$ cat src/hw/rtl/ezr_pkg.sv
`default_nettype none
package ezr_pkg;

    localparam int ANGLE_BITS     = 16;
    localparam int COEF_FRAC_BITS = 14;
    localparam int CORDIC_STEPS   = 16;

    localparam int FIELD_BITS = 16;
    localparam int PHASE_BITS = 32;
    localparam int WORK_FRAC  = 30;
    localparam int Q30_BITS   = 32;
    localparam int SUM_BITS   = Q30_BITS + 1;
    localparam int CORD_BITS  = 34;

    // cordic lane: fold, steps, sign restore; merge: three stages
    localparam int LANE_LAT = CORDIC_STEPS + 2;
    localparam int PIPE_LAT = LANE_LAT + 3;

    localparam logic signed [CORD_BITS-1:0] CORDIC_K = CORD_BITS'(652032875);

    typedef logic signed [FIELD_BITS-1:0] field_t;
    typedef logic signed [ANGLE_BITS-1:0] angle_t;
    typedef logic signed [Q30_BITS-1:0]   q30_t;
    typedef logic signed [SUM_BITS-1:0]   sum_t;
    typedef logic signed [CORD_BITS-1:0]  cord_t;

    typedef struct packed {
        field_t roll_angle;
        field_t pitch_angle;
        field_t yaw_angle;
    } angles_t;

    typedef struct packed {
        field_t m00;
        field_t m01;
        field_t m02;
        field_t m10;
        field_t m11;
        field_t m12;
        field_t m20;
        field_t m21;
        field_t m22;
    } matrix_t;

    // atan(2^-i) in units of 2^-32 of a full turn
    function automatic logic [31:0] atan_turn(input int i);
        logic [31:0] r;
        case (i)
            0:  r = 32'd536870912;
            1:  r = 32'd316933406;
            2:  r = 32'd167458907;
            3:  r = 32'd85004756;
            4:  r = 32'd42667331;
            5:  r = 32'd21354465;
            6:  r = 32'd10679838;
            7:  r = 32'd5340245;
            8:  r = 32'd2670163;
            9:  r = 32'd1335087;
            10: r = 32'd667544;
            11: r = 32'd333772;
            12: r = 32'd166886;
            13: r = 32'd83443;
            14: r = 32'd41722;
            15: r = 32'd20861;
            16: r = 32'd10430;
            17: r = 32'd5215;
            18: r = 32'd2608;
            19: r = 32'd1304;
            20: r = 32'd652;
            21: r = 32'd326;
            22: r = 32'd163;
            23: r = 32'd81;
            24: r = 32'd41;
            25: r = 32'd20;
            26: r = 32'd10;
            27: r = 32'd5;
            28: r = 32'd3;
            29: r = 32'd1;
            30: r = 32'd1;
            default: r = 32'd0;
        endcase
        return r;
    endfunction

    // q2.30 product, rounded half up
    function automatic q30_t mul_q30(input q30_t a, input q30_t b);
        logic signed [2*Q30_BITS-1:0] p;
        p = a * b;
        p = p + ((2*Q30_BITS)'(1) <<< (WORK_FRAC - 1));
        return Q30_BITS'(p >>> WORK_FRAC);
    endfunction

    // round to output precision and clamp to plus or minus one
    function automatic field_t to_field(input sum_t s);
        logic signed [SUM_BITS:0] r;
        logic signed [SUM_BITS:0] one;
        one = (SUM_BITS+1)'(1) <<< COEF_FRAC_BITS;
        r   = (SUM_BITS+1)'(s) + ((SUM_BITS+1)'(1) <<< (WORK_FRAC - COEF_FRAC_BITS - 1));
        r   = r >>> (WORK_FRAC - COEF_FRAC_BITS);
        if (r > one) begin
            r = one;
        end
        if (r < -one) begin
            r = -one;
        end
        return r[FIELD_BITS-1:0];
    endfunction

endpackage
`default_nettype wire

$ cat src/hw/rtl/ezr_cordic_lane.sv
`default_nettype none
module ezr_cordic_lane (
    input  wire logic          clk,
    input  wire logic          en,
    input  wire ezr_pkg::angle_t angle,
    output ezr_pkg::q30_t      sin_q,
    output ezr_pkg::q30_t      cos_q
);
    import ezr_pkg::*;

    cord_t x_reg [0:CORDIC_STEPS];
    cord_t y_reg [0:CORDIC_STEPS];
    cord_t z_reg [0:CORDIC_STEPS];
    logic  flip_reg [0:CORDIC_STEPS];
    q30_t  sin_reg;
    q30_t  cos_reg;

    logic signed [PHASE_BITS-1:0] phase;
    logic [PHASE_BITS-1:0]        folded;
    logic                         flip;

    // angle to phase, fold second and third quadrant by half a turn
    always_comb
    begin
        phase  = PHASE_BITS'(angle) <<< (PHASE_BITS - ANGLE_BITS);
        flip   = (phase[PHASE_BITS-1:PHASE_BITS-2] == 2'b01) ||
                 (phase[PHASE_BITS-1:PHASE_BITS-2] == 2'b10);
        folded = phase ^ {flip, {(PHASE_BITS-1){1'b0}}};
    end

    always_ff @(posedge clk)
    begin
        if (en)
        begin
            x_reg[0]    <= CORDIC_K;
            y_reg[0]    <= '0;
            z_reg[0]    <= CORD_BITS'(signed'(folded));
            flip_reg[0] <= flip;
        end
    end

    // one micro-rotation per stage
    for (genvar i = 0; i < CORDIC_STEPS; i++)
    begin : g_step
        localparam cord_t ATAN_I = CORD_BITS'(atan_turn(i));
        cord_t xs;
        cord_t ys;
        assign xs = x_reg[i] >>> i;
        assign ys = y_reg[i] >>> i;

        always_ff @(posedge clk)
        begin
            if (en)
            begin
                if (!z_reg[i][CORD_BITS-1])
                begin
                    x_reg[i+1] <= x_reg[i] - ys;
                    y_reg[i+1] <= y_reg[i] + xs;
                    z_reg[i+1] <= z_reg[i] - ATAN_I;
                end
                else
                begin
                    x_reg[i+1] <= x_reg[i] + ys;
                    y_reg[i+1] <= y_reg[i] - xs;
                    z_reg[i+1] <= z_reg[i] + ATAN_I;
                end
                flip_reg[i+1] <= flip_reg[i];
            end
        end
    end

    // undo the fold
    always_ff @(posedge clk)
    begin
        if (en)
        begin
            if (flip_reg[CORDIC_STEPS])
            begin
                sin_reg <= Q30_BITS'(-y_reg[CORDIC_STEPS]);
                cos_reg <= Q30_BITS'(-x_reg[CORDIC_STEPS]);
            end
            else
            begin
                sin_reg <= Q30_BITS'(y_reg[CORDIC_STEPS]);
                cos_reg <= Q30_BITS'(x_reg[CORDIC_STEPS]);
            end
        end
    end

    assign sin_q = sin_reg;
    assign cos_q = cos_reg;

endmodule
`default_nettype wire

$ cat config.mk
export PLATFORM = sky130hd
export DESIGN_NAME = ezr_cordic_lane
export DESIGN_NICKNAME = d
export VERILOG_FILES = /design/src/hw/rtl/ezr_pkg.sv /design/src/hw/rtl/ezr_cordic_lane.sv
export SDC_FILE = /design/constraint.sdc
export NUM_CORES = 2
export LEC_CHECK = 0
export BUFFER_PORTS_ARGS = -buffer_cell sky130_fd_sc_hd__buf_2
export CAP_MARGIN = 15
export CORE_ASPECT_RATIO = 1.5
export CORE_MARGIN = 5
export CORE_UTILIZATION = 50
export CTS_CLUSTER_SIZE = 40
export DETAILED_ROUTE_END_ITERATION = 7
export MAX_ROUTING_LAYER = met4
export PLACE_DENSITY = 0.71
export SETUP_SLACK_MARGIN = 0.1
export SYNTH_ARGS = -nofsm -noshare
export SYNTH_HDL_FRONTEND = slang
export SYNTH_SLANG_ARGS = --single-unit
$ cat constraint.sdc
create_clock -name clk -period 11.4 [get_ports clk]
set_clock_uncertainty 0.05 [all_clocks]
set_input_delay 0 -clock clk [delete_from_list [all_inputs] [get_ports clk]]
set_output_delay 0 -clock clk [all_outputs]
set_load 0.005 [all_outputs]
[After elaboration in Yosys (flattened, before gate mapping)]
Memory sizes are Yosys's and may differ from the RTL's.
Cells that the tools add are included.
Cells by class
  add/subtract/negate cells: 97
  equality and inequality tests: 2
  muxes and demuxes: 148
  bitwise operators: 49
  reductions and logical operators: 1
Operators by type and width (count)
  2-to-1 mux 34 bit: 48
  2-to-1 mux 1 bit: 98
  adder 34 x 19 -> 34 bit: 2
  adder 34 x 20 -> 34 bit: 2
  adder 34 x 21 -> 34 bit: 2
  adder 34 x 22 -> 34 bit: 2
  adder 34 x 23 -> 34 bit: 2
  adder 34 x 24 -> 34 bit: 2
  adder 34 x 25 -> 34 bit: 2
  adder 34 x 26 -> 34 bit: 2
  adder 34 x 27 -> 34 bit: 2
  adder 34 x 28 -> 34 bit: 2
  adder 34 x 29 -> 34 bit: 2
  adder 34 x 30 -> 34 bit: 2
  adder 34 x 31 -> 34 bit: 2
  adder 34 x 32 -> 34 bit: 2
  adder 34 x 33 -> 34 bit: 2
  subtractor 34 x 19 -> 34 bit: 2
  subtractor 34 x 20 -> 34 bit: 2
  subtractor 34 x 21 -> 34 bit: 2
  subtractor 34 x 22 -> 34 bit: 2
  subtractor 34 x 23 -> 34 bit: 2
  subtractor 34 x 24 -> 34 bit: 2
  subtractor 34 x 25 -> 34 bit: 2
  other kinds (49): 107
Word-level totals
  register bits after elaboration: 64
  RAM bits: 1751
  input port bits: 18
  output and inout bits: 64
  memories: 4
Memories
  x_reg: depth 17, bits a word 34, read ports 17, clocked after Yosys merged registers in 0, wr ports 17, line ezr_cordic_lane.sv:11  | cord_t x_reg [0:CORDIC_STEPS];
  y_reg: depth 17, bits a word 34, read ports 17, clocked after Yosys merged registers in 0, wr ports 17, line ezr_cordic_lane.sv:12  | cord_t y_reg [0:CORDIC_STEPS];
  z_reg: depth 17, bits a word 34, read ports 16, clocked after Yosys merged registers in 0, wr ports 17, line ezr_cordic_lane.sv:13  | cord_t z_reg [0:CORDIC_STEPS];
  flip_reg: depth 17, bits a word 1, read ports 17, clocked after Yosys merged registers in 0, wr ports 17, line ezr_cordic_lane.sv:14  | logic flip_reg [0:CORDIC_STEPS];

[Depth between registers and ports, before layout]
An unclocked memory read counts as a cell.
  depth after elaboration: 5
  mapped depth: 22
  gate-level depth less buffers: 21

[Worst setup path after synthesis]
OpenSTA, ideal clock, no wires.
  path kind: register -> register
  from: memory x_reg[2][26] in the netlist's numbering
  to: memory y_reg[3][32] in the netlist's numbering, data pin
  setup time: 0.257 ns
  data arrival time: 4.524 ns
  required time: 11.093 ns
  slack: 6.569 ns
  stages on the path, launching flop included: 16
  period minus slack after synthesis: 4.831 ns
  path through: edfxtp_1 -> buf_2 -> or4_1 -> or4_1 -> or3_1 -> or2_2 -> o31ai_1 -> a21oi_1 -> ha_1 -> nand4_1 -> o211ai_1 -> a41o_1 -> o31ai_1 -> o21bai_1 -> a211o_1 -> xor2_1
RTL lines (line)
  from (decl): ezr_cordic_lane.sv:11
  to (decl): ezr_cordic_lane.sv:12

==> run_results.csv <==
group,metric,value,unit
run_status,status,"completed",
grt,antenna_found_initial,7,
setup_path,critical_path.endpoint_type,"register",
setup_path,rr_worst_depth,16,
sta,drv_slew,0,
floorplan,fp-row-count,228,
setup_path,crit_path_max_fanout,139,
clock_network,cts_root_buf,"clkbuf_16",
routing,wl_per_cell,20.1,um
grt,grt_max_degree,155,
setup_path,cp-start-kind,"primary input",
yosys,synth_edf_count,1541,
floorplan,dieArea,267000,sq um
place,placed_area,133000,sq um
sta,setup_tns,0,ns
yosys,ys_seq_elements,1541,
routing,vias_per_cell,6.02,
setup_path,cpMostUsedCell,"buf_4",
flow_run,cap_violations,0,
sta,max_clock_freq,0.161,GHz
routing,ant_nets,0,
sta,relSlewSlack,22.4,%
sta,grt_setup_unrepaired,"false",
setup_path,required,11.90,ns
setup_path,max_stage_delay,0.64,ns
floorplan,die_y,631,um
sta,period_share,54.3,%
grt,grt-busiest-layer,"met2",
cells_and_area,finalNetCount,14892,
routing,wl,341,mm
yosys,yosys_warnings,0,
routing,drt_iter0_drc,5757,
hold_path,hold_depth,2,
grt,met3_usage,2.90,%
sta,hold_viol_final,0,
cells_and_area,syn2layout_area_growth,7.73,%
grt,grt_pass1_vias,101485,
setup_path,cpMaxStageDelayCell,"clkinv_1",
clock_network,cts_tree,"built",
yosys,post_synth_num_cell_types,99,
cells_and_area,ff_latch_area,46300,sq um
yosys,async_reset_ff_share,0,%
routing,drc,0,
clock_network,clockBufferDepth,4,
floorplan,start_util,50.1,%
clock_network,cts_sinks,1541,
grt,gr-usage-met1,21.5,%
cells_and_area,largest_reg_flops,509,
cells_and_area,layout-drive-gt1-share,4.40,%
grt,grtUsageMet2,49.0,%
cells_and_area,final_cell_area,138000,sq um
sta,finalSetupViolCount,0,
sta,worstMarginPinSlew,1.14,ns
clock_network,clk_latency,0.88,ns
clock_network,cts.htree.levels,4,
floorplan,fp.dieW,424,um
sta,hold_ws,0.183,ns
place,gp_congestion,0.986,
sta,period_minus_slack,6.20,ns
grt,grt_usage,25.3,%
place,dp_hpwl,272,mm
yosys,synthCells,13373,
place,io_buffers,81,
floorplan,io-pin-count,82,
hold_path,hold_class,"primary input to register",
yosys,avgSynthCellArea,9.61,sq um
clock_network,post-cts-setup-buffer-count,0,
cells_and_area,nFillCells,22971,
grt,grt_overflow,0,
routing,via_count,101842,
floorplan,core_area,256000,sq um
grt,grt_pass1_wl,531,mm
yosys,synth_flop_cell,"edfxtp_1",
setup_path,crit_chain,"dlygate4sd3_1, buf_12, buf_4, nand2_2, buf_4, clkinv_1, buf_4, a21oi_1, xor2_1, ha_1, and2_1, a221oi_1, o21ai_0, a21o_1, o2111ai_1, a31oi_1, o2111ai_1, nor3b_1, o31ai_1, xor2_1",
yosys,yosysSeqAreaShare,36.0,%
clock_network,path_clk_slew,0.06,ns
yosys,syn_area,129000,sq um
routing,firstDrtPassIters,6,
clock_network,numCtsBuffers,168,
setup_path,crit_type,"primary input to register",
cells_and_area,multi_input_area,79400,sq um
setup_path,crit_arrival,6.69,ns
==> per-layer routing <==
metal	routed length (um)	part of all wire [%]
met4	33300	9.8
met2	186000	55
met1	111000	33
met5	0	0
met3	10200	3.0
==> final cells by class <==
class	instances	area share, %
repair buffers	170	0.877
well taps	3335	3.01
diodes	7	0.0127
flip-flops and latches	1541	33.4
inverters	506	1.37
clock buffers	188	3.12
multi-input cells	11066	57.3
clock inverters	110	0.837
==> cell usage after synthesis (all sizes together), types with 50 or more instances <==
master  count  share of area (%)
a31oi     131               0.64
nor4       79               0.40
or2        70               0.34
and3      129               0.63
mux2       50               0.44
or3       116               0.56
o211ai     75               0.44
edfxtp   1541                 36
o21ai     777                3.0
ha       1381                 13
a211oi    128               0.75
nand2     796                2.3
a21o      645                3.8
o31ai     203                1.2
clkbuf    245               0.72
a21oi    1300                5.1
o21bai    160               0.93
mux2i      57               0.44
and2       92               0.45
o21a      185                1.1
nor2      984                2.9
or4        61               0.37
nand3     240               0.93
nand2b    241                1.2
nor3      298                1.2
o41ai      82               0.59
xor2      689                4.7
inv       499                1.5
xnor2    1170                8.0
nor2b     180               0.88
nand4     120               0.58
a21boi     51               0.30
==> cells in the final DEF (no fill, tap or decap), drive strengths merged, types with 50 or more instances in the layout <==
| cell | Yosys | routed |
|---|---|---|
| edfxtp | 1541 | 1541 |
| ha | 1381 | 1381 |
| a21oi | 1300 | 1300 |
| xnor2 | 1170 | 1170 |
| nor2 | 984 | 984 |
| nand2 | 796 | 796 |
| o21ai | 777 | 777 |
| xor2 | 689 | 689 |
| a21o | 645 | 645 |
| inv | 499 | 509 |
| nor3 | 298 | 298 |
| nand2b | 241 | 241 |
| nand3 | 240 | 240 |
| o31ai | 203 | 203 |
| clkbuf | 245 | 188 |
| o21a | 185 | 185 |
| nor2b | 180 | 180 |
| o21bai | 160 | 160 |
| buf | 23 | 136 |
| a31oi | 131 | 131 |
| and3 | 129 | 129 |
| a211oi | 128 | 128 |
| nand4 | 120 | 120 |
| or3 | 116 | 116 |
| and2 | 92 | 92 |
| o41ai | 82 | 82 |
| nor4 | 79 | 79 |
| o211ai | 75 | 75 |
| clkinv | 7 | 73 |
| or2 | 70 | 70 |
| or4 | 61 | 61 |
| mux2i | 57 | 57 |
| a21boi | 51 | 51 |
| mux2 | 50 | 50 |
==> path summary, 6_finish.rpt <==
path | start | endpoint | slack (ns)
setup reg to reg | z_reg[7][33]$_DFFE_PP_ | x_reg[8][33]$_DFFE_PP_ | 5.55
setup / recovery | en | x_reg[6][31]$_DFFE_PP_ | 5.20
hold reg to reg | z_reg[0][25]$_DFFE_PP_ | z_reg[1][25]$_DFFE_PP_ | 0.37
hold / removal | en | cos_q[5]$_DFFE_PP_ | 0.18
==> per-stage QoR <==
stage | setup slack (ns) | cells | utilization [%]
after floorplan | 6.57 | 13381 | -
after global placement | 5.10 | 16584 | 51.7
after detailed placement | 5.09 | 16584 | 51.7
after CTS | 5.33 | 16915 | 54.0
after global routing | 4.84 | 16923 | 54.0
final | 5.20 | 16923 | 54.0
==> repair_timing <==
| action | CTS | global route |
|---|---|---|
| gates resized for setup | 0 | 0 |
| hold buffers | 33 | 0 |
| endpoints found under the hold margin | 142 | 0 |
==> worst max-delay path, delay by kind of cell <==
family	cells	cell delay, ns
XOR/XNOR	2	0.33
adder cells (fa/ha/maj)	1	0.30
AND/OR/NAND/NOR	3	0.79
AO/OA/AOI/OAI	8	2.00
buffers and inverters	6	2.93
==> cells by family (layout without fill, tap and decap cells) <==
family / Yosys count / count (layout) / share of synthesized area [%]
compound gates: 4136 / 4136 / 20.6
simple gates: 3533 / 3533 / 13.5
xor+xnor: 1859 / 1859 / 12.7
flops: 1541 / 1541 / 36.0
fa+ha+maj: 1421 / 1421 / 14.1
buf+inv: 774 / 974 / 2.27
mux: 107 / 107 / 0.882
other cells: 2 / 17 / 0.00584
Power is not shown: default switching activity piles up to over one toggle a cycle in this logic, so the estimate is an artifact.
